==> src/hrhp_pkg.sv <==
// types, codes and character constants shared by the request head parser
// no dependencies
`default_nettype none

package hrhp_pkg;

  localparam int unsigned RouteLenDefault = 64;

  localparam int unsigned ByteW   = 8;
  localparam int unsigned ReqW    = 2;
  localparam int unsigned StatusW = 2;
  localparam int unsigned IndexW  = 6;

  typedef enum logic [2:0] {
    PH_METHOD   = 3'd0,
    PH_URL      = 3'd1,
    PH_PROTOCOL = 3'd2,
    PH_HNAME    = 3'd3,
    PH_HVALUE   = 3'd4,
    PH_SUCCESS  = 3'd5,
    PH_FAIL     = 3'd6
  } phase_e;

  typedef enum logic [ReqW-1:0] {
    REQ_PUSH    = 2'd0,
    REQ_ABORT   = 2'd1,
    REQ_RESTART = 2'd2,
    REQ_NONE    = 2'd3
  } req_e;

  typedef enum logic [StatusW-1:0] {
    ST_PARSING = 2'd0,
    ST_SUCCESS = 2'd1,
    ST_FAIL    = 2'd2
  } status_e;

  localparam logic [ByteW-1:0] ChCr    = 8'h0D;
  localparam logic [ByteW-1:0] ChLf    = 8'h0A;
  localparam logic [ByteW-1:0] ChSpace = 8'h20;
  localparam logic [ByteW-1:0] ChQuery = 8'h3F;
  localparam logic [ByteW-1:0] ChColon = 8'h3A;

  // one result item as it leaves the step logic
  typedef struct packed {
    status_e           status;
    logic              route_valid;
    logic [ByteW-1:0]  route_byte;
    logic [IndexW-1:0] route_index;
    logic              route_overflow;
  } result_t;

endpackage

`default_nettype wire

==> src/http_request_head_parser_top.sv <==
// top level of the request head parser: input register, step logic, result register
// depends on hrhp_pkg and hrhp_step
//
// usage
//   the slave stream carries one request item per handshake: tuser holds the
//   request type (push byte, abort, restart) and tdata holds the byte
//   the master stream returns exactly one result item per request item, in
//   order: parse status, and for url bytes before the first '?' the route
//   byte with its position, or an overflow flag once the route is full
// flow and throughput
//   an accepted item lands in the input register, then is run through the
//   parser state as it moves into the result register, which offers it on
//   the master side; a stall on the master side can hold it in the input
//   register in between
//   one item per cycle sustained while the receiver keeps tready high; the
//   only loop is the update of the parser state and route counter registers
// reset
//   rst_ni clears both stage valid flags and puts the parser in the method
//   phase with an empty route
// stall
//   when the receiver holds tready low the result register keeps its item,
//   the input register fills and then tready on the slave side drops; no
//   item is lost or repeated
`default_nettype none

module http_request_head_parser_top #(
  parameter int unsigned ROUTE_LEN = hrhp_pkg::RouteLenDefault
) (
  input  wire logic        clk_i,
  input  wire logic        rst_ni,
  // slave side
  input  wire logic        s_axis_tvalid_i,
  output logic             s_axis_tready_o,
  input  wire logic [7:0]  s_axis_tdata_i,   // [7:0] byte_in
  input  wire logic [1:0]  s_axis_tuser_i,   // [1:0] req_type
  // master side
  output logic             m_axis_tvalid_o,
  input  wire logic        m_axis_tready_i,
  // [1:0] status, [2] route_valid, [10:3] route_byte, [16:11] route_index,
  // [17] route_overflow, [23:18] zero
  output logic [23:0]      m_axis_tdata_o
);

  // input stage
  logic                             in_valid_q;
  logic [hrhp_pkg::ReqW-1:0]        req_q;
  logic [hrhp_pkg::ByteW-1:0]       byte_q;

  // result stage
  logic                             out_valid_q;
  hrhp_pkg::result_t                result_q;
  hrhp_pkg::result_t                result_d;

  logic advance;  // input stage item moves into the result register

  assign advance         = in_valid_q && (!out_valid_q || m_axis_tready_i);
  assign s_axis_tready_o = !in_valid_q || advance;

  always_ff @(posedge clk_i or negedge rst_ni) begin
    if (!rst_ni) begin
      in_valid_q <= 1'b0;
    end else if (s_axis_tready_o) begin
      in_valid_q <= s_axis_tvalid_i;
    end
  end

  // payload needs no reset
  always_ff @(posedge clk_i) begin
    if (s_axis_tready_o && s_axis_tvalid_i) begin
      req_q  <= s_axis_tuser_i;
      byte_q <= s_axis_tdata_i;
    end
  end

  // parser state and per-item logic, stepped once for each item moved on
  hrhp_step #(
    .ROUTE_LEN(ROUTE_LEN)
  ) u_step (
    .clk_i      (clk_i),
    .rst_ni     (rst_ni),
    .step_i     (advance),
    .req_type_i (req_q),
    .byte_in_i  (byte_q),
    .result_o   (result_d)
  );

  always_ff @(posedge clk_i or negedge rst_ni) begin
    if (!rst_ni) begin
      out_valid_q <= 1'b0;
    end else if (!out_valid_q || m_axis_tready_i) begin
      out_valid_q <= in_valid_q;
    end
  end

  always_ff @(posedge clk_i) begin
    if (advance) begin
      result_q <= result_d;
    end
  end

  assign m_axis_tvalid_o = out_valid_q;
  assign m_axis_tdata_o  = {6'd0,
                            result_q.route_overflow,
                            result_q.route_index,
                            result_q.route_byte,
                            result_q.route_valid,
                            result_q.status};

endmodule

`default_nettype wire

==> src/hrhp_step.sv <==
// parser state registers and the per-item next-state and result logic
// depends on hrhp_pkg
`default_nettype none

module hrhp_step #(
  parameter int unsigned ROUTE_LEN = hrhp_pkg::RouteLenDefault
) (
  input  wire logic                       clk_i,
  input  wire logic                       rst_ni,
  input  wire logic                       step_i,
  input  wire logic [hrhp_pkg::ReqW-1:0]  req_type_i,
  input  wire logic [hrhp_pkg::ByteW-1:0] byte_in_i,
  output hrhp_pkg::result_t               result_o
);

  localparam int unsigned CntW = $clog2(ROUTE_LEN + 1);
  localparam logic [CntW-1:0] RouteMax = CntW'(ROUTE_LEN);

  hrhp_pkg::phase_e phase_q, phase_d;
  logic             last_cr_q, last_cr_d;
  logic             in_query_q, in_query_d;
  logic             name_seen_q, name_seen_d;
  logic [CntW-1:0]  count_q, count_d;

  logic                    term;
  logic                    query_now;
  logic [CntW+hrhp_pkg::IndexW-1:0] count_ext;

  assign count_ext = {{hrhp_pkg::IndexW{1'b0}}, count_q};
  assign term      = (byte_in_i == hrhp_pkg::ChLf) && last_cr_q;
  assign query_now = in_query_q || (byte_in_i == hrhp_pkg::ChQuery);

  always_comb begin
    phase_d     = phase_q;
    last_cr_d   = last_cr_q;
    in_query_d  = in_query_q;
    name_seen_d = name_seen_q;
    count_d     = count_q;

    result_o.route_valid    = 1'b0;
    result_o.route_byte     = '0;
    result_o.route_index    = '0;
    result_o.route_overflow = 1'b0;

    unique case (hrhp_pkg::req_e'(req_type_i))
      hrhp_pkg::REQ_ABORT: begin
        phase_d = hrhp_pkg::PH_FAIL;
      end
      hrhp_pkg::REQ_RESTART: begin
        phase_d     = hrhp_pkg::PH_METHOD;
        last_cr_d   = 1'b0;
        in_query_d  = 1'b0;
        name_seen_d = 1'b0;
        count_d     = '0;
      end
      hrhp_pkg::REQ_PUSH: begin
        if (byte_in_i == hrhp_pkg::ChCr) begin
          last_cr_d = 1'b1;
        end else begin
          last_cr_d = 1'b0;
          case (phase_q)
            hrhp_pkg::PH_METHOD: begin
              if (term) phase_d = hrhp_pkg::PH_FAIL;
              else if (byte_in_i == hrhp_pkg::ChSpace) phase_d = hrhp_pkg::PH_URL;
            end
            hrhp_pkg::PH_URL: begin
              if (term) begin
                phase_d = hrhp_pkg::PH_FAIL;
              end else if (byte_in_i == hrhp_pkg::ChSpace) begin
                phase_d = hrhp_pkg::PH_PROTOCOL;
              end else begin
                in_query_d = query_now;
                if (!query_now) begin
                  if (count_q < RouteMax) begin
                    result_o.route_valid = 1'b1;
                    result_o.route_byte  = byte_in_i;
                    result_o.route_index = count_ext[hrhp_pkg::IndexW-1:0];
                    count_d              = count_q + 1'b1;
                  end else begin
                    result_o.route_overflow = 1'b1;
                  end
                end
              end
            end
            hrhp_pkg::PH_PROTOCOL: begin
              if (term) begin
                phase_d     = hrhp_pkg::PH_HNAME;
                name_seen_d = 1'b0;
              end
            end
            hrhp_pkg::PH_HNAME: begin
              if (term) begin
                phase_d = name_seen_q ? hrhp_pkg::PH_FAIL : hrhp_pkg::PH_SUCCESS;
              end else if (byte_in_i == hrhp_pkg::ChColon) begin
                phase_d = hrhp_pkg::PH_HVALUE;
              end else begin
                name_seen_d = 1'b1;
              end
            end
            hrhp_pkg::PH_HVALUE: begin
              if (term) begin
                phase_d     = hrhp_pkg::PH_HNAME;
                name_seen_d = 1'b0;
              end
            end
            default: ;
          endcase
        end
      end
      default: ;
    endcase

    case (phase_d)
      hrhp_pkg::PH_SUCCESS: result_o.status = hrhp_pkg::ST_SUCCESS;
      hrhp_pkg::PH_FAIL:    result_o.status = hrhp_pkg::ST_FAIL;
      default:              result_o.status = hrhp_pkg::ST_PARSING;
    endcase
  end

  always_ff @(posedge clk_i or negedge rst_ni) begin
    if (!rst_ni) begin
      phase_q     <= hrhp_pkg::PH_METHOD;
      last_cr_q   <= 1'b0;
      in_query_q  <= 1'b0;
      name_seen_q <= 1'b0;
      count_q     <= '0;
    end else if (step_i) begin
      phase_q     <= phase_d;
      last_cr_q   <= last_cr_d;
      in_query_q  <= in_query_d;
      name_seen_q <= name_seen_d;
      count_q     <= count_d;
    end
  end

endmodule

`default_nettype wire

==> config.mk <==
export PLATFORM = sky130hd
export DESIGN_NAME = http_request_head_parser_top
export DESIGN_NICKNAME = d
export VERILOG_FILES = /design/src/hrhp_pkg.sv /design/src/http_request_head_parser_top.sv /design/src/hrhp_step.sv
export SDC_FILE = /design/constraint.sdc
export NUM_CORES = 1
export LEC_CHECK = 0
export BUFFER_PORTS_ARGS = -buffer_cell sky130_fd_sc_hd__buf_2
export CORE_MARGIN = 4
export CORE_UTILIZATION = 30
export CTS_BUF_LIST = sky130_fd_sc_hd__clkbuf_8
export DETAILED_ROUTE_END_ITERATION = 6
export PLACE_DENSITY = 0.51
export SLEW_MARGIN = 20
export SYNTH_ARGS = -nofsm -noshare
export SYNTH_HDL_FRONTEND = slang
export SYNTH_HIERARCHICAL = 1
export SYNTH_SLANG_ARGS = --single-unit
==> constraint.sdc <==
create_clock -name clk_i -period 2.41 [get_ports clk_i]
set_input_delay 0.241 -clock clk_i [delete_from_list [all_inputs] [get_ports clk_i]]
set_output_delay 0.241 -clock clk_i [all_outputs]
set_load 0.03 [all_outputs]
* Yosys cells after proc, flatten, opt, wreduce, memory -nomap -nowiden *
Cells that the tools add are included.

word-level totals
  output and inout bits = 26
  word-level logic and storage cells = 94
  register bits after elaboration = 43

operators by class
  reduce and logical (&&, ||, !) cells = 18
  $lt $le $gt $ge = 1
  muxes and demuxes = 34
  add/subtract/negate cells = 1
  bitwise logic cells = 3
  eq/ne operators = 23

operator list
  cell                 number
  $mux 7               6
  $eq 8x6->1 const B   3
  $mux 3               8
  $eq 8x4->1 const B   2
  $mux 15              1
  $pmux 7 s2           1
  $pmux 3 s4           1
  $mux 1               10
  $ne 2x2->1 const B   5
  $eq 3x3->1 const B   3
  $ne 3x3->1 const B   3
  $pmux 3 s3           1
  $pmux 1 s2           4
  $reduce_and 8->1     1
  $add 7x1->7 const B  1
  $lt 7x7->1 const B   1
  $reduce_and 7->1     1
  $reduce_or 7->1      1
  $eq 3x2->1 const B   2
  $reduce_and 6->1     1
  $reduce_or 6->1      1
  $pmux 2 s2           1
  $eq 3x1->1 const B   1
  $logic_and 1x1->1    3
  other kinds (13)     18

* Depth between registers and ports, before layout *
  depth in word-level cells = 8
  depth in mapped cells = 7

* Hierarchy *
The synthesis kept the hierarchy.

by module, submodules not included
  module                        cells an instance  area an instance (um2)  times used
  hrhp_step                     165                1,338.8                 1
  http_request_head_parser_top  43                 993.5                   1

* Least setup slack after synthesis *
No wires, ideal clock.

  path type = register -> register
  from = register byte_q[5] in the netlist's numbering
  to = register u_step.count_q[3]
  library setup time = 0.126 ns
  required time = 2.284 ns
  path slack = 0.231 ns
  clock period less this slack = 2.179 ns
  buffers on the path = 1
  stages on the path, launching flop included = 7
  arrival = 2.053 ns
  cell sequence = edfxtp_1 -> and2_4 -> a311o_1 -> or3_1 -> buf_2 -> o311a_1 -> a311o_1

on the way
  cells in the longest elaborated chain, start to end = 4
  elaborated cells on any way between the ends = 11
  classes of those cells = 8 x eq/ne; 3 x reduce/logical

ends and longest elaborated chain
  what                                                   line                                source
  start: declaration                                     http_request_head_parser_top.sv:47  logic [hrhp_pkg::ByteW-1:0] byte_q;
  start signal: assignment                               http_request_head_parser_top.sv:71  byte_q <= s_axis_tdata_i;
  $eq 8x4->1 or $eq 8x6->1 (tied branches)               hrhp_step.sv:30, hrhp_step.sv:31
  $logic_and 1x1->1 or $logic_or 1x1->1 (tied branches)  hrhp_step.sv:30, hrhp_step.sv:31
  $ne 2x2->1 (no source line)                            --
  $reduce_and 8->1 (no source line) *                    --
  end signal: assignment                                 hrhp_step.sv:132                    count_q <= count_d;
  end: declaration                                       hrhp_step.sv:23                     logic [CntW-1:0] count_q, count_d;

Every way passes the cells marked *; elsewhere a longest branch is shown, timed or not.
A chain may end at the register's enable or synchronous reset.

* Worst setup path in the final report *
Same ends and word-level chain as after synthesis.

==> results.json <==
{
  "clock_latency_ns": 0.29,
  "crit_path_end": "u_step/count_q[3]",
  "grt_max_degree": 16,
  "cts_made_buffers": 5,
  "ir_worst_vdd_v": 0.0004217,
  "synthToLayoutAreaGrowth_pct": 18.35,
  "cts_tree": "yes",
  "layout_min_cycle_time_ns": 2.242,
  "final_common_cell": "buf_2",
  "final.period_utilization_pct": 93.02,
  "crit_start": "byte_q[5]",
  "ys_seq_elements": 43,
  "comb_power_share_pct": 22.9,
  "switching_share_pct": 30.47,
  "avgSynthCellArea_sq_um": 11.21,
  "path_max_fanout": 9,
  "vias": 1758,
  "power_density_mw_per_mm2": 703.8,
  "clockRootBuffer": "clkbuf_8",
  "startpoint_type": "flop",
  "fmax_ghz": 0.4461,
  "ys_seq_area_share_pct": 52.15,
  "grt_pass1_vias": 1692,
  "wl_per_cell_um": 14.28,
  "die_y_um": 96.17,
  "synth_edf_count": 28,
  "initial_core_util_pct": 31.48,
  "reg2reg_depth": 6,
  "rows": 31,
  "pwr-share-clk_pct": 28.1,
  "rr_endpoint": "u_step/count_q[3]",
  "r2r_slack_ns": 0.17,
  "drt-total-wl_um": 5011,
  "synth.area.top_cells": "edfxtp_1 (36%), dfrtp_1 (16%), and2_1 (4.8%)",
  "setup-violations-final": 0,
  "firstDrtPassIters": 4,
  "fin_worst_skew_ns": 0.005394,
  "gr-total-overflow": 0,
  "route.detailed.drc": 0,
  "final-hold-violation-count": 0,
  "drv_cap": 0,
  "portBuffers": 33,
  "syn-cell-area_sq_mm": 0.002332,
  "ios": 40,
  "antennaDiodeCount": 0,
  "die_w_um": 96.17,
  "coreArea_sq_mm": 0.007408,
  "slew_viol_final": 0,
  "yosys_most_used_dff": "edfxtp_1",
  "cp.required_ns": 2.59,
  "nets": 266,
  "synth_top_cell_by_area": "edfxtp_1",
  "antenna_found_initial": 0,
  "pwr-share-seq_pct": 48.9,
  "fp.dieArea_sq_mm": 0.009249,
  "drtAntennaViolNets": 0,
  "grt_pass1_wl_um": 8535,
  "drive_above_1_share_pct": 26.19,
  "hold_class": "in2reg",
  "worst_slew_pin_slew_ns": 0.5203,
  "power.switching_uw": 591.9,
  "yosysTopAreaCellShare_pct": 36.05,
  "critPathCaptureType": "flop",
  "clk_path_buf_depth": 2,
  "via_per_inst": 5.009,
  "layout_common_cells": "buf_2 (33), edfxtp_1 (28), and2_1 (18)",
  "p_int_mw": 1.351,
  "synthCells": 208,
  "dp_hpwl_um": 3782,
  "cts-htree-levels": 2,
  "slew_headroom_pct": 65.05,
  "power_mw": 1.942,
  "grt_usage_pct": 12.13,
  "cp_data_arrival_time_ns": 2.42,
  "clock_sinks": 43,
  "reg2reg_from": "byte_q[5]",
  "place_congestion": 0.8202,
  "synth_cell_type_count": 54,
  "n_fill_cell": 768,
  "dr.first_iter.drc_count": 69,
  "status": "completed",
  "rsz0062_at_grt": "false",
  "postSynth.asyncResetShare_pct": 34.88,
  "path_class": "reg2reg",
  "p_leak_nw": 1.135,
  "yosysWarnings": 6,
  "setup_tns_ns": 0,
  "path_clk_slew_ns": 0.08
}
[synth_stat cells (all sizes together) (5+ instances only)]
cell and instances:
edfxtp 28, and2 22, dfrtp 15, buf 10
nor2 10, nand2 9, o21ai 9, clkbuf 8
nand3 7, nor3 7, and3 6, inv 6
o211ai 5
[power by group through the flow]
stage | logic (mW) | clock network, mW | registers, mW
after floorplan | 0.282 | 0 | 0.992
after global placement | 0.442 | 0 | 0.963
after detailed placement | 0.446 | 0 | 0.966
after CTS | 0.448 | 0.570 | 0.951
after global routing | 0.497 | 0.607 | 0.963
final | 0.445 | 0.547 | 0.951
[registers in the layout, summed over array words and instances (netlist names)]
signal	count
in_valid_q	1
u_step/in_query_q	1
u_step/last_cr_q	1
m_axis_tdata_o	18
u_step/count_q	7
u_step/phase_q	3
m_axis_tvalid_o	1
req_q	2
u_step/name_seen_q	1
byte_q	8
[logic make-up (layout without fill, tap and decap cells)]
kind of cell | after synthesis | after routing | synth area share (%)
flops | 43 | 43 | 52.15
mux | 5 | 5 | 2.253
other cells | 1 | 6 | 0.1608
fa+ha+maj | 1 | 1 | 0.5364
buf+inv | 24 | 63 | 5.686
simple gates | 88 | 88 | 24.30
compound gates | 46 | 46 | 14.91
[through the flow]
stage	util [%]	worst slack [ns]	cells	hold WS [ns]	area (sq um)
floorplan	-	0.2309	213	-0.05459	2351
global placement	35.67	0.2218	342	0.1891	2643
detailed placement	35.67	0.1887	342	0.1755	2643
CTS	37.26	0.1669	351	0.1061	2760
global route	37.26	0.05624	351	0.09717	2760
finish	37.26	0.1683	351	0.1159	2760
[repair_timing]
action | in CTS | in global routing
endpoints found under the hold margin | 15 | 0
gates resized for setup | 0 | 0
hold buffers | 1 | 0
setup buffers | 0 | 0
[worst max-delay path, stage by stage, from the launching register on]
cell	delay [ns]
edfxtp_1	0.51
nor4b_1	0.21
buf_4	0.14
a21bo_1	0.22
or3_1	0.39
o311a_1	0.34
a311o_1	0.31
[how the worst min path moves through the flow]
stage | from | to | depth (start not counted)
final | s_axis_tuser_i[0] | req_q[0] | 1
after global routing | s_axis_tdata_i[5] | byte_q[5] | 1
after CTS | s_axis_tuser_i[0] | req_q[0] | 1
after detailed placement | rst_ni | m_axis_tvalid_o | 1
after global placement | rst_ni | m_axis_tvalid_o | 1
after floorplan | rst_ni | in_valid_q | 0
[routing by layer]
layer / track usage [%] / vias up / wire (um)
li1: - / 871 / -
met1: 16.26 / 845 / 2346
met2: 18.57 / 36 / 2349
met3: 3.284 / 6 / 255
met4: 4.621 / 0 / 60
met5: 0 / - / 0
[area by class of cell]
cell class / instances / area, sq um / area share, %
Tap cell: 99 / 123.9 / 4.488
Clock buffer: 5 / 68.82 / 2.493
Sequential cell: 43 / 1216 / 44.06
Timing Repair Buffer: 49 / 287.8 / 10.43
Multi-Input combinational cell: 146 / 1002 / 36.31
Clock inverter: 3 / 38.79 / 1.405
Inverter: 6 / 22.52 / 0.8160
No activity file was read; power rests on OpenSTA's default activity.
